===== src/rtl/derenc_pkg.sv =====
`default_nettype none

package derenc_pkg;

  localparam int unsigned ByteCount = 10;

  localparam logic [7:0] TAG_INT   = 8'h02;
  localparam logic [7:0] TAG_SEQ   = 8'h30;
  localparam logic [7:0] LONG_FORM = 8'h80;
  localparam logic [7:0] BYTE_ONES = 8'hFF;
  localparam logic [7:0] SHORT_MAX = 8'd127;

  localparam logic ACTION_INT = 1'b0;
  localparam logic ACTION_SEQ = 1'b1;

  // One encoded item: two leading bytes, then up to eight body bytes taken
  // from the top of body, and the total number of bytes.
  typedef struct packed {
    logic [7:0]  tag;
    logic [7:0]  len_byte;
    logic [63:0] body;
    logic [3:0]  count;
  } enc_t;

endpackage

`default_nettype wire


===== src/rtl/derenc_build.sv =====
`default_nettype none

module derenc_build
  import derenc_pkg::*;
#(
  parameter int unsigned LENGTH_BYTES = 4
) (
  input  wire logic        action,
  input  wire logic [63:0] int_value,
  input  wire logic [31:0] content_length,
  output enc_t             enc
);

  localparam int unsigned CapBits = 8 * LENGTH_BYTES;
  localparam logic [63:0] LenCap  = (64'd1 << CapBits) - 64'd1;

  logic [7:1]  redundant;
  logic [3:0]  n_int;
  logic [3:0]  n_len;
  logic [63:0] len64;

  // A top byte is redundant when it only repeats the sign of the byte below.
  always_comb begin
    for (int k = 1; k < 8; k++) begin
      redundant[k] = (int_value[8*k +: 8] == 8'h00 && !int_value[8*k-1]) ||
                     (int_value[8*k +: 8] == BYTE_ONES && int_value[8*k-1]);
    end
  end

  always_comb begin
    logic stop;
    stop  = 1'b0;
    n_int = 4'd8;
    for (int k = 7; k >= 1; k--) begin
      if (!stop && redundant[k]) begin
        n_int = 4'(k);
      end else begin
        stop = 1'b1;
      end
    end
  end

  always_comb begin
    len64 = {32'd0, content_length};
    if (len64 > LenCap) begin
      len64 = LenCap;
    end
    n_len = 4'd1;
    for (int k = 1; k < 8; k++) begin
      if (len64[8*k +: 8] != 8'h00) begin
        n_len = 4'(k + 1);
      end
    end
  end

  always_comb begin
    enc = '0;
    case (action)
      ACTION_INT: begin
        enc.tag      = TAG_INT;
        enc.len_byte = {4'd0, n_int};
        enc.body     = int_value << {4'd8 - n_int, 3'b000};
        enc.count    = 4'd2 + n_int;
      end
      ACTION_SEQ: begin
        enc.tag = TAG_SEQ;
        if (len64 <= {56'd0, SHORT_MAX}) begin
          enc.len_byte = len64[7:0];
          enc.count    = 4'd2;
        end else begin
          enc.len_byte = LONG_FORM | {4'd0, n_len};
          enc.body     = len64 << {4'd8 - n_len, 3'b000};
          enc.count    = 4'd2 + n_len;
        end
      end
      default: begin
        enc = '0;
      end
    endcase
  end

endmodule

`default_nettype wire


===== src/rtl/der_integer_and_header_encoder.sv =====
`default_nettype none

// DER encoder for INTEGER values and SEQUENCE headers. An item is taken when
// start is high and busy is low; it is held in an input register, encoded by
// combinational logic and moved into a byte shifter that puts out one byte per
// cycle, marked by valid, with last on the final byte. An item gives 2 to 10
// bytes; the byte shifter sets the rate. The next item may be accepted while
// the current one is still being sent, and if it is taken before the final
// byte of the current one its bytes follow with no gap. The receiver cannot
// stall: every byte is on out_byte for exactly one cycle.
module der_integer_and_header_encoder
  import derenc_pkg::*;
#(
  parameter int unsigned LENGTH_BYTES = 4
) (
  input  wire logic        clk,
  input  wire logic        rst,
  input  wire logic        start,
  output logic             busy,
  input  wire logic        action,
  input  wire logic [63:0] int_value,
  input  wire logic [31:0] content_length,
  output logic             valid,
  output logic [7:0]       out_byte,
  output logic             last
);

  logic        in_full;
  logic        in_action;
  logic [63:0] in_int_value;
  logic [31:0] in_content_length;
  enc_t        enc;

  logic [7:0]  ser_bytes [ByteCount];
  logic [3:0]  ser_left;

  logic        load;
  logic        accept;

  derenc_build #(
    .LENGTH_BYTES(LENGTH_BYTES)
  ) u_build (
    .action        (in_action),
    .int_value     (in_int_value),
    .content_length(in_content_length),
    .enc           (enc)
  );

  // The shifter takes the held item when it is empty or on its final byte.
  assign load   = in_full && (ser_left <= 4'd1);
  assign busy   = in_full && !load;
  assign accept = start && !busy;

  always_ff @(posedge clk) begin
    if (rst) begin
      in_full <= 1'b0;
    end else if (accept) begin
      in_full <= 1'b1;
    end else if (load) begin
      in_full <= 1'b0;
    end
  end

  always_ff @(posedge clk) begin
    if (accept) begin
      in_action         <= action;
      in_int_value      <= int_value;
      in_content_length <= content_length;
    end
  end

  always_ff @(posedge clk) begin
    if (rst) begin
      ser_left <= 4'd0;
    end else if (load) begin
      ser_left <= enc.count;
    end else if (ser_left != 4'd0) begin
      ser_left <= ser_left - 4'd1;
    end
  end

  always_ff @(posedge clk) begin
    if (load) begin
      ser_bytes[0] <= enc.tag;
      ser_bytes[1] <= enc.len_byte;
      for (int i = 0; i < 8; i++) begin
        ser_bytes[i+2] <= enc.body[63-8*i -: 8];
      end
    end else begin
      for (int i = 0; i < ByteCount - 1; i++) begin
        ser_bytes[i] <= ser_bytes[i+1];
      end
      ser_bytes[ByteCount-1] <= 8'h00;
    end
  end

  assign valid    = (ser_left != 4'd0);
  assign out_byte = ser_bytes[0];
  assign last     = (ser_left == 4'd1);

endmodule

`default_nettype wire

===== config.mk =====
export PLATFORM = sky130hd
export DESIGN_NAME = der_integer_and_header_encoder
export DESIGN_NICKNAME = d
export VERILOG_FILES = /design/src/rtl/derenc_pkg.sv /design/src/rtl/derenc_build.sv /design/src/rtl/der_integer_and_header_encoder.sv
export SDC_FILE = /design/constraint.sdc
export NUM_CORES = 1
export LEC_CHECK = 0
export BUFFER_PORTS_ARGS = -buffer_cell sky130_fd_sc_hd__buf_2
export CAP_MARGIN = 0
export CORE_ASPECT_RATIO = 1.5
export CORE_MARGIN = 2
export CORE_UTILIZATION = 50
export CTS_CLUSTER_SIZE = 8
export DETAILED_ROUTE_END_ITERATION = 16
export GPL_TIMING_DRIVEN = 0
export HOLD_SLACK_MARGIN = 0.06
export PLACE_DENSITY = 0.75
export SETUP_SLACK_MARGIN = 0.05
export SYNTH_ARGS = -nofsm -noshare
export SYNTH_HDL_FRONTEND = slang
export SYNTH_SLANG_ARGS = --single-unit

===== constraint.sdc =====
create_clock -name clk -period 17.3 [get_ports clk]
set_clock_uncertainty 0.05 [all_clocks]
set_input_delay 3.46 -clock clk [delete_from_list [all_inputs] [get_ports clk]]
set_output_delay 3.46 -clock clk [all_outputs]
set_load 0.05 [all_outputs]

==> impl_metrics.env, run 1 <==
export IMPL_hold_buffers=0
export IMPL_synth_cells=754
export IMPL_dp_slack_ns=12.00
export IMPL_num_rows=59
export IMPL_cts_resized=0
export IMPL_crit_family="buffers and inverters"
export IMPL_start_util=0.506
export IMPL_cp_slowest_stage_delay_ns=0.42
export IMPL_io_buffers=110
export IMPL_setup_slack_ns=11.85
export IMPL_core_um2=17200
export IMPL_grt_use_total=0.277
export IMPL_yosys_cell_types_count=60
export IMPL_required_ns=13.79
export IMPL_cts_max_level=4
export IMPL_drive_above_1_share=0.218
export IMPL_syn_nets=860
export IMPL_crit_buf_inv=3
export IMPL_hp_class="flip-flop to flip-flop"
export IMPL_place_hpwl_um=19600
export IMPL_dieWidth_um=112
export IMPL_setup_tns_ns=0
export IMPL_grt_antenna_before_repair=0
export IMPL_critical_path_class="flip-flop to output port"
export IMPL_async_reset_ff_frac=0
export IMPL_area_growth_pct=16.3
export IMPL_cts_sinks=182
export IMPL_ys_warn_count=0
export IMPL_maxCapViolCount=0
export IMPL_clock_fmax_mhz=183
export IMPL_grt_max_degree=40
export IMPL_ir_drop_mv=0.0946
export IMPL_min_period_ns=5.45
export IMPL_final_nets=991
export IMPL_die_y_um=166
export IMPL_grt_pass1_vias=6832
export IMPL_synth_seq_cells=182
export IMPL_gp_congestion=0.974
export IMPL_avgSynthCellArea_um2=11.5
export IMPL_path_common_cell="inv_1"
export IMPL_status="finished clean"
export IMPL_slew_headroom=0.361
export IMPL_cp_arrival_ns=1.94
export IMPL_synth_ff_type="edfxtp_1"
export IMPL_antenna_left=0
export IMPL_leakage_nw=4.14
export IMPL_diodes=0
export IMPL_yosysSeqAreaShare=0.530
export IMPL_wl_per_cell_um=23.0
export IMPL_overflow=0
export IMPL_timing_final_setup_violations=0
export IMPL_clk_pin_slew_ns=0.07
export IMPL_initialDrtViolationCount=615
export IMPL_post_cts_buffers=0
export IMPL_drc=0
export IMPL_power_mw=1.36
export IMPL_maxSlewViolCount=0
export IMPL_crit_fanout=5
export IMPL_hold_ws_ns=0.373
export IMPL_start_kind="flip-flop"
export IMPL_num_vias=6909
export IMPL_fin_area_um2=10100
export IMPL_grt_pass1_wl_um=38700
export IMPL_cts_buffers=17
export IMPL_firstDrtPassIters=6
export IMPL_root_buffer="clkbuf_16"
export IMPL_cts_tree="yes"
export IMPL_critPathSlowestCell="dfxtp_1"
export IMPL_cp_cell_sequence="inv_1 -> ha_1 -> o21a_1 -> nand2b_1 -> inv_1 -> buf_2"
export IMPL_finalWirelength_um=25500
export IMPL_syn_area_um2=8710
export IMPL_tightest_slew_ns=0.954
export IMPL_hold_viol_final=0
export IMPL_dpl_instance_area_um2=9570
export IMPL_synth_enable_flop_cells=97
export IMPL_cp_end_kind="output port"
export IMPL_fin_crit_sh=0.315
export IMPL_cts_buffer_depth=2
export IMPL_pin_count=111
export IMPL_power_density_nw_per_um2=134
export IMPL_r2r_slack_ns=11.96
export IMPL_rsz0062_at_grt="false"
export IMPL_dieArea_um2=18500
export IMPL_vias_per_cell=6.22
export IMPL_clk_latency_ns=0.44
cell usage after synthesis, types with 4 or more instances:
cell,instances,area (um2)
nor2_1,32,120
nand2_1,82,308
a21oi_1,21,105
o211ai_1,5,37.5
nor2b_1,8,50.1
mux2i_1,72,721
edfxtp_1,97,2910
a222oi_1,5,50.1
a311o_1,7,70.1
and2_1,10,62.6
nand2b_1,5,31.3
a22o_1,20,175
nor4_1,16,100
o221ai_1,16,140
a22oi_1,15,113
a21o_1,6,45.0
dfxtp_1,85,1700
nand4_1,7,43.8
inv_1,14,52.6
a221o_1,21,210
o21ai_0,14,70.1
nand3_1,23,115
o21ai_1,15,75.1
o22ai_1,9,56.3
clkbuf_1,30,113
nor3_1,16,80.1
buf_6,4,45.0
mux4_2,17,383
o21a_1,11,82.6
ha_1,6,75.1
buf_4,12,90.1
buf_2,8,40.0
sequential cells by signal, summed over array words and instances (netlist names):
register / flops
in_full: 1
ser_left: 4
in_action: 1
in_content_length: 32
in_int_value: 64
ser_bytes: 80
per-stage QoR:
stage                     instances  utilization
final                          1111        0.589
after floorplan                 754            -
after CTS                      1111        0.589
after global placement         1077        0.554
after global routing           1111        0.589
after detailed placement       1079        0.556
final cells by class:
type / count / area, um2
buffer: 57 / 299
clock buffer: 17 / 425
clock inverter: 15 / 130
fill: 1492 / 7070
inverter: 15 / 56.3
multi-input combinational: 500 / 3740
sequential: 182 / 4610
tap: 213 / 267
timing repair buffer: 112 / 591
worst min-delay path: stages (launching register included):
cell     delay, ns
dfxtp_1       0.31
nand2_1       0.04
nand2_1       0.04
cells in the final DEF (no fill, tap or decap), types with 16 or more instances in the layout:
master / Yosys / layout
a22o_1: 20 / 20
mux4_2: 17 / 17
nand2_1: 82 / 82
clkbuf_16: 0 / 17
dfxtp_1: 85 / 85
clkbuf_1: 30 / 30
buf_2: 8 / 118
a21oi_1: 21 / 21
nor4_1: 16 / 16
a221o_1: 21 / 21
edfxtp_1: 97 / 97
nand3_1: 23 / 23
o221ai_1: 16 / 16
nor3_1: 16 / 16
nor2_1: 32 / 31
mux2i_1: 72 / 72
power breakdown:
part	internal (mW)	switching (mW)	leakage (nW)	total (mW)
logic	0.141	0.208	2.23	0.349
registers	0.569	0.0687	1.64	0.638
clock network	0.190	0.184	0.273	0.374
routing by layer:
layer / up-vias / GRT usage / part of all wire / wire (um)
li1: 3185 / - / - / -
met1: 3279 / 0.313 / 0.37 / 9430
met2: 344 / 0.475 / 0.49 / 12600
met3: 101 / 0.0432 / 0.065 / 1660
met4: 0 / 0.195 / 0.071 / 1820
met5: - / 0 / 0 / 0
worst paths after layout:
| check | startpoint | to | cells after the start |
|---|---|---|---|
| max | ser_left[0] | busy | 6 |
| min | ser_bytes[0][21] | ser_bytes[0][13] | 2 |
| max reg2reg | in_int_value[19] | ser_bytes[0][21] | 13 |
| min reg2reg | ser_bytes[0][21] | ser_bytes[0][13] | 2 |
cells by family (layout without fill, tap and decap cells):
logic type / count (synthesis) / after routing / synth area share
compound gates: 183 / 183 / 0.161
flops: 182 / 182 / 0.530
simple gates: 214 / 214 / 0.121
xor+xnor: 5 / 5 / 0.00503
mux: 92 / 92 / 0.134
fa+ha+maj: 6 / 6 / 0.00862
buf+inv: 72 / 216 / 0.0408
Note: power is estimated with default switching activity, not from simulation.
==> inputs of run 2 (changes only) <==
clock period = 5.7 ns   (was 17.3 ns; I/O delays follow)
==> run 2 against run 1 <==
Net effect:
- sequential share of layout area fell by 0.17 points
- wire length rose by 0.10%
- cell area up 0.37%
- clock-buffer cell count rose by 5
- utilization grew 0.22 points
- critical path type is now flip-flop to flip-flop
- critical endpoint is now ser_bytes[0][23]
- largest cell class unchanged
==> impl_metrics.env, run 2 (synthesis results as in run 1) <==
export IMPL_status="finished clean"
export IMPL_hold_viol_final=0
export IMPL_area_growth_pct=16.7
export IMPL_core_um2=17200
export IMPL_post_cts_buffers=0
export IMPL_overflow=0
export IMPL_dieArea_um2=18500
export IMPL_die_y_um=166
export IMPL_slew_headroom=0.399
export IMPL_power_mw=4.20
export IMPL_fin_crit_sh=0.953
export IMPL_clk_latency_ns=0.43
export IMPL_maxCapViolCount=0
export IMPL_holdPathStages=1
export IMPL_placed_cells=1079
export IMPL_drive_above_1_share=0.215
export IMPL_hp_class="flip-flop to flip-flop"
export IMPL_final_common_cell="buf_2"
export IMPL_switching_share=0.327
export IMPL_antenna_left=0
export IMPL_clk_pin_slew_ns=0.07
export IMPL_grt_pass1_wl_um=38700
export IMPL_switchingPower_mw=1.37
export IMPL_cts_sinks=182
export IMPL_leakage_nw=4.16
export IMPL_timing_rr_end="ser_bytes[0][23]"
export IMPL_diodes=0
export IMPL_place_hpwl_um=19200
export IMPL_tightest_slew_ns=0.897
export IMPL_crit_fanout=10
export IMPL_rsz0062_at_grt="false"
export IMPL_seqPwrFrac=0.462
export IMPL_p_comb_frac=0.254
export IMPL_hold_buffers=0
export IMPL_ir_drop_mv=0.374
export IMPL_final_nets=991
export IMPL_largest_reg_flops=80
export IMPL_setup_tns_ns=0
export IMPL_firstDrtPassIters=8
export IMPL_start_util=0.506
export IMPL_power_density_nw_per_um2=413
export IMPL_hold_start="ser_bytes[0][14]"
export IMPL_cts_buffers=17
export IMPL_maxSlewViolCount=0
export IMPL_clock_fmax_mhz=184
export IMPL_grt_use_total=0.276
export IMPL_num_vias=6967
export IMPL_final_cells=1111
export IMPL_reg_largest_list="ser_bytes: 80 flops, in_int_value: 64 flops, in_content_length: 32 flops"
export IMPL_regMostFlops="ser_bytes"
export IMPL_grt_pass1_vias=6786
export IMPL_critical_path_class="flip-flop to flip-flop"
export IMPL_cts_tree="yes"
export IMPL_min_period_ns=5.43
export IMPL_gp_congestion=0.977
export IMPL_p_int_mw=2.82
export IMPL_r2r_slack_ns=0.27
export IMPL_cp_end_kind="flip-flop"
export IMPL_timing_final_setup_violations=0
export IMPL_r2r_start="in_content_length[24]"
export IMPL_drc=0
export IMPL_cts_buffer_depth=2
export IMPL_num_rows=59
export IMPL_grt_antenna_before_repair=0
export IMPL_root_buffer="clkbuf_16"
export IMPL_vias_per_cell=6.27
export IMPL_cts_max_level=4
export IMPL_pin_count=111
export IMPL_dieWidth_um=112
export IMPL_hold_end="ser_bytes[0][6]"
export IMPL_hold_ws_ns=0.375
export IMPL_required_ns=6.00
export IMPL_p_clk_frac=0.284
export IMPL_finalWirelength_um=25600
export IMPL_io_buffers=110
export IMPL_cts_resized=0
export IMPL_initialDrtViolationCount=737
export IMPL_cp_arrival_ns=5.73
export IMPL_grt_max_degree=40
export IMPL_final_cell_mix="buf_2, edfxtp_1, dfxtp_1, nand2_1, mux2i_1"
export IMPL_r2r_cells=13
export IMPL_start_kind="flip-flop"
export IMPL_wl_per_cell_um=23.0
-- run 2: changes by cell type in the layout (fill, tap and decap cells not counted), sizes merged --
cell,before,now
bufinv,0,1
clkbuf,47,52
clkinv,5,4
clkinvlp,2,0
inv,23,20
-- run 2: power groups by stage --
stage	clock network [mW]	logic, mW	registers, mW
2_1_floorplan	0	0.764	1.87
4_1_cts	1.19	1.05	1.93
3_3_place_gp	0	1.01	1.96
5_1_grt	1.25	1.15	1.96
6_report	1.19	1.06	1.94
3_5_place_dp	0	1.04	1.95
-- run 2: layer usage --
metal | vias to the layer above | routed length (um) | GRT usage | part of all wire
met5 | - | 0 | 0 | 0
met4 | 0 | 1960 | 0.201 | 0.077
met3 | 112 | 1680 | 0.0553 | 0.066
met2 | 399 | 12600 | 0.460 | 0.49
met1 | 3285 | 9370 | 0.313 | 0.37
li1 | 3171 | - | - | -
-- run 2: cell type report --
| type | count | area, um2 |
|---|---|---|
| timing repair buffer | 112 | 591 |
| tap | 213 | 267 |
| clock inverter | 10 | 106 |
| buffer | 57 | 299 |
| clock buffer | 22 | 487 |
| multi-input combinational | 500 | 3740 |
| fill | 1428 | 7040 |
| inverter | 15 | 56.3 |
| sequential | 182 | 4610 |
-- run 2: worst max-delay path by stage --
stage,from,endpoint,slack [ns],depth (start not counted)
finish,in_content_length[24],ser_bytes[0][23],0.27,13
detailed placement,in_int_value[19],ser_bytes[0][21],0.44,13
floorplan,start,in_action,1.51,2
CTS,in_int_value[19],ser_bytes[0][21],0.38,13
global placement,in_content_length[25],ser_bytes[0][23],0.53,13
global route,in_int_value[19],ser_bytes[0][21],0.06,13
-- run 2: per-stage QoR --
stage / cell area, um2 / util / worst slack, ns
final: 10200 / 0.591 / 0.269
after global routing: 10200 / 0.591 / 0.0578
after CTS: 10200 / 0.591 / 0.384
after detailed placement: 9570 / 0.556 / 0.444
after global placement: 9530 / 0.554 / 0.532
after floorplan: 8710 / - / 1.51
-- run 2: worst max-delay path, cell delays in order, from the launching register on --
cell      delay (ns)
edfxtp_1        0.42
nor4_1          0.51
nand2_1         0.31
a31oi_1         0.20
buf_2           0.31
buf_2           0.35
clkbuf_1        0.47
inv_1           0.09
ha_1            0.26
xnor2_1         0.59
nor3b_2         0.85
clkbuf_1        0.51
a222oi_1        0.21
o21ai_1         0.20
==> inputs of run 3 (changes only) <==
CORE_UTILIZATION = 40   (was 50)
GPL_TIMING_DRIVEN = unset   (was 0)
PLACE_DENSITY = 0.64   (was 0.75)
==> run 3 against run 2 <==
Net effect:
- combinational power fell by 8%
- maximum frequency up 29%
- wire length is 3.9% lower
- power shrank 4.0%
- cell area shrank 2.1%
- first-iteration DRC count shrank 11%
==> impl_metrics.env, run 3 (synthesis results as in run 1) <==
export IMPL_io_buffers=110
export IMPL_dieWidth_um=124
export IMPL_hold_buffers=0
export IMPL_status="finished clean"
export IMPL_switching_share=0.325
export IMPL_regMostFlops="ser_bytes"
export IMPL_fin_crit_sh=0.738
export IMPL_dieArea_um2=23000
export IMPL_met3_usage=0.0395
export IMPL_clk_latency_ns=0.44
export IMPL_grt_pass1_vias=6464
export IMPL_die_y_um=185
export IMPL_drc=0
export IMPL_start_util=0.404
export IMPL_placed_cells=1090
export IMPL_maxCapViolCount=0
export IMPL_met2_usage=0.362
export IMPL_area_growth_pct=14.3
export IMPL_hold_end="ser_bytes[0][12]"
export IMPL_firstDrtPassIters=6
export IMPL_cts_resized=0
export IMPL_finalWirelength_um=24600
export IMPL_hp_class="flip-flop to flip-flop"
export IMPL_r2r_slack_ns=1.49
export IMPL_post_cts_buffers=0
export IMPL_reg_largest_list="ser_bytes: 80 flops, in_int_value: 64 flops, in_content_length: 32 flops"
export IMPL_clock_fmax_mhz=238
export IMPL_required_ns=5.98
export IMPL_tightest_slew_ns=1.12
export IMPL_holdPathStages=2
export IMPL_final_nets=943
export IMPL_initialDrtViolationCount=653
export IMPL_cp_end_kind="flip-flop"
export IMPL_final_cell_mix="buf_2, edfxtp_1, dfxtp_1, nand2_1, mux2i_1"
export IMPL_switchingPower_mw=1.31
export IMPL_p_clk_frac=0.274
export IMPL_final_cells=1122
export IMPL_hold_viol_final=0
export IMPL_grt_antenna_before_repair=0
export IMPL_diodes=0
export IMPL_grt_pass1_wl_um=37400
export IMPL_root_buffer="clkbuf_16"
export IMPL_num_rows=66
export IMPL_use_met1=0.256
export IMPL_num_vias=6574
export IMPL_grt_max_degree=71
export IMPL_setup_tns_ns=0
export IMPL_vias_per_cell=5.86
export IMPL_pin_count=111
export IMPL_cts_max_level=4
export IMPL_gp_congestion=0.893
export IMPL_slew_headroom=0.253
export IMPL_antenna_left=0
export IMPL_largest_reg_flops=80
export IMPL_p_comb_frac=0.242
export IMPL_min_period_ns=4.21
export IMPL_startpoint="in_int_value[16]"
export IMPL_cts_buffer_depth=2
export IMPL_grt_busiest_layer="met2"
export IMPL_timing_final_setup_violations=0
export IMPL_start_kind="flip-flop"
export IMPL_rsz0062_at_grt="false"
export IMPL_overflow=0
export IMPL_leakage_nw=4.02
export IMPL_crit_fanout=44
export IMPL_final_common_cell="buf_2"
export IMPL_seqPwrFrac=0.484
export IMPL_cp_arrival_ns=4.48
export IMPL_wl_per_cell_um=21.9
export IMPL_power_density_nw_per_um2=405
export IMPL_p_int_mw=2.72
export IMPL_maxSlewViolCount=0
export IMPL_hold_start="ser_bytes[0][20]"
export IMPL_drive_above_1_share=0.214
export IMPL_cts_buffers=17
export IMPL_cts_sinks=182
export IMPL_ir_drop_mv=0.228
export IMPL_grt_use_total=0.215
export IMPL_clk_pin_slew_ns=0.07
export IMPL_r2r_start="in_int_value[16]"
export IMPL_r2r_cells=10
export IMPL_place_hpwl_um=18400
export IMPL_cts_tree="yes"
export IMPL_critical_path_class="flip-flop to flip-flop"
export IMPL_core_um2=21600
export IMPL_timing_rr_end="ser_bytes[0][44]"
## run 3: cell types whose count changed in the layout (fill, tap and decap cells not counted), sizes merged
cell | previous run | this run
buf | 139 | 121
bufinv | 1 | 0
clkbuf | 52 | 23
clkinv | 4 | 3
clkinvlp | 0 | 1
## run 3: cell type report
cell class,count,area [um2]
clock buffer,23,479
clock inverter,9,62.6
tap,272,340
fill,1982,11600
inverter,15,56.3
sequential,182,4610
multi-input combinational,500,3770
timing repair buffer,121,633
## run 3: stage by stage
step                      instance area, um2  utilization  power (mW)  worst slack [ns]  hold WS (ns)
after global placement                  9410        0.437        2.94              1.51         0.349
after floorplan                         8710            -        2.64              1.51         0.342
after global routing                    9950        0.462        4.21              1.19         0.394
final                                   9950        0.462        4.03              1.49         0.368
after detailed placement                9410        0.437        2.94              1.43         0.355
after CTS                               9950        0.462        4.04              1.42         0.371
## run 3: worst max path at each step
stage                        to  cells after the start
6_report       ser_bytes[0][44]                     10
5_1_grt        ser_bytes[0][45]                     10
4_1_cts        ser_bytes[0][42]                     10
3_5_place_dp   ser_bytes[0][42]                     10
3_3_place_gp   ser_bytes[0][42]                     10
2_1_floorplan         in_action                      2
## run 3: worst max-delay path, stage by stage (launching register included)
cell,delay [ns]
edfxtp_1,0.43
or4_1,0.58
nor4_1,0.39
o211ai_1,0.13
a311oi_1,0.38
or2_2,0.19
ha_2,0.17
buf_4,0.50
or3_1,0.72
nor2b_4,0.16
a221o_1,0.38
## run 3: power by group through the flow
stage	clock (mW)	sequential [mW]	combinational [mW]
final	1.10	1.95	0.974
after global routing	1.17	1.97	1.06
after CTS	1.12	1.95	0.972
after detailed placement	0	1.97	0.968
after global placement	0	1.97	0.968
after floorplan	0	1.87	0.764
## run 3: metal layers
| metal | vias to the layer above | wire length [um] |
|---|---|---|
| li1 | 3081 | - |
| met4 | 0 | 1420 |
| met1 | 3125 | 9700 |
| met5 | - | 0 |
| met2 | 303 | 12000 |
| met3 | 65 | 1500 |
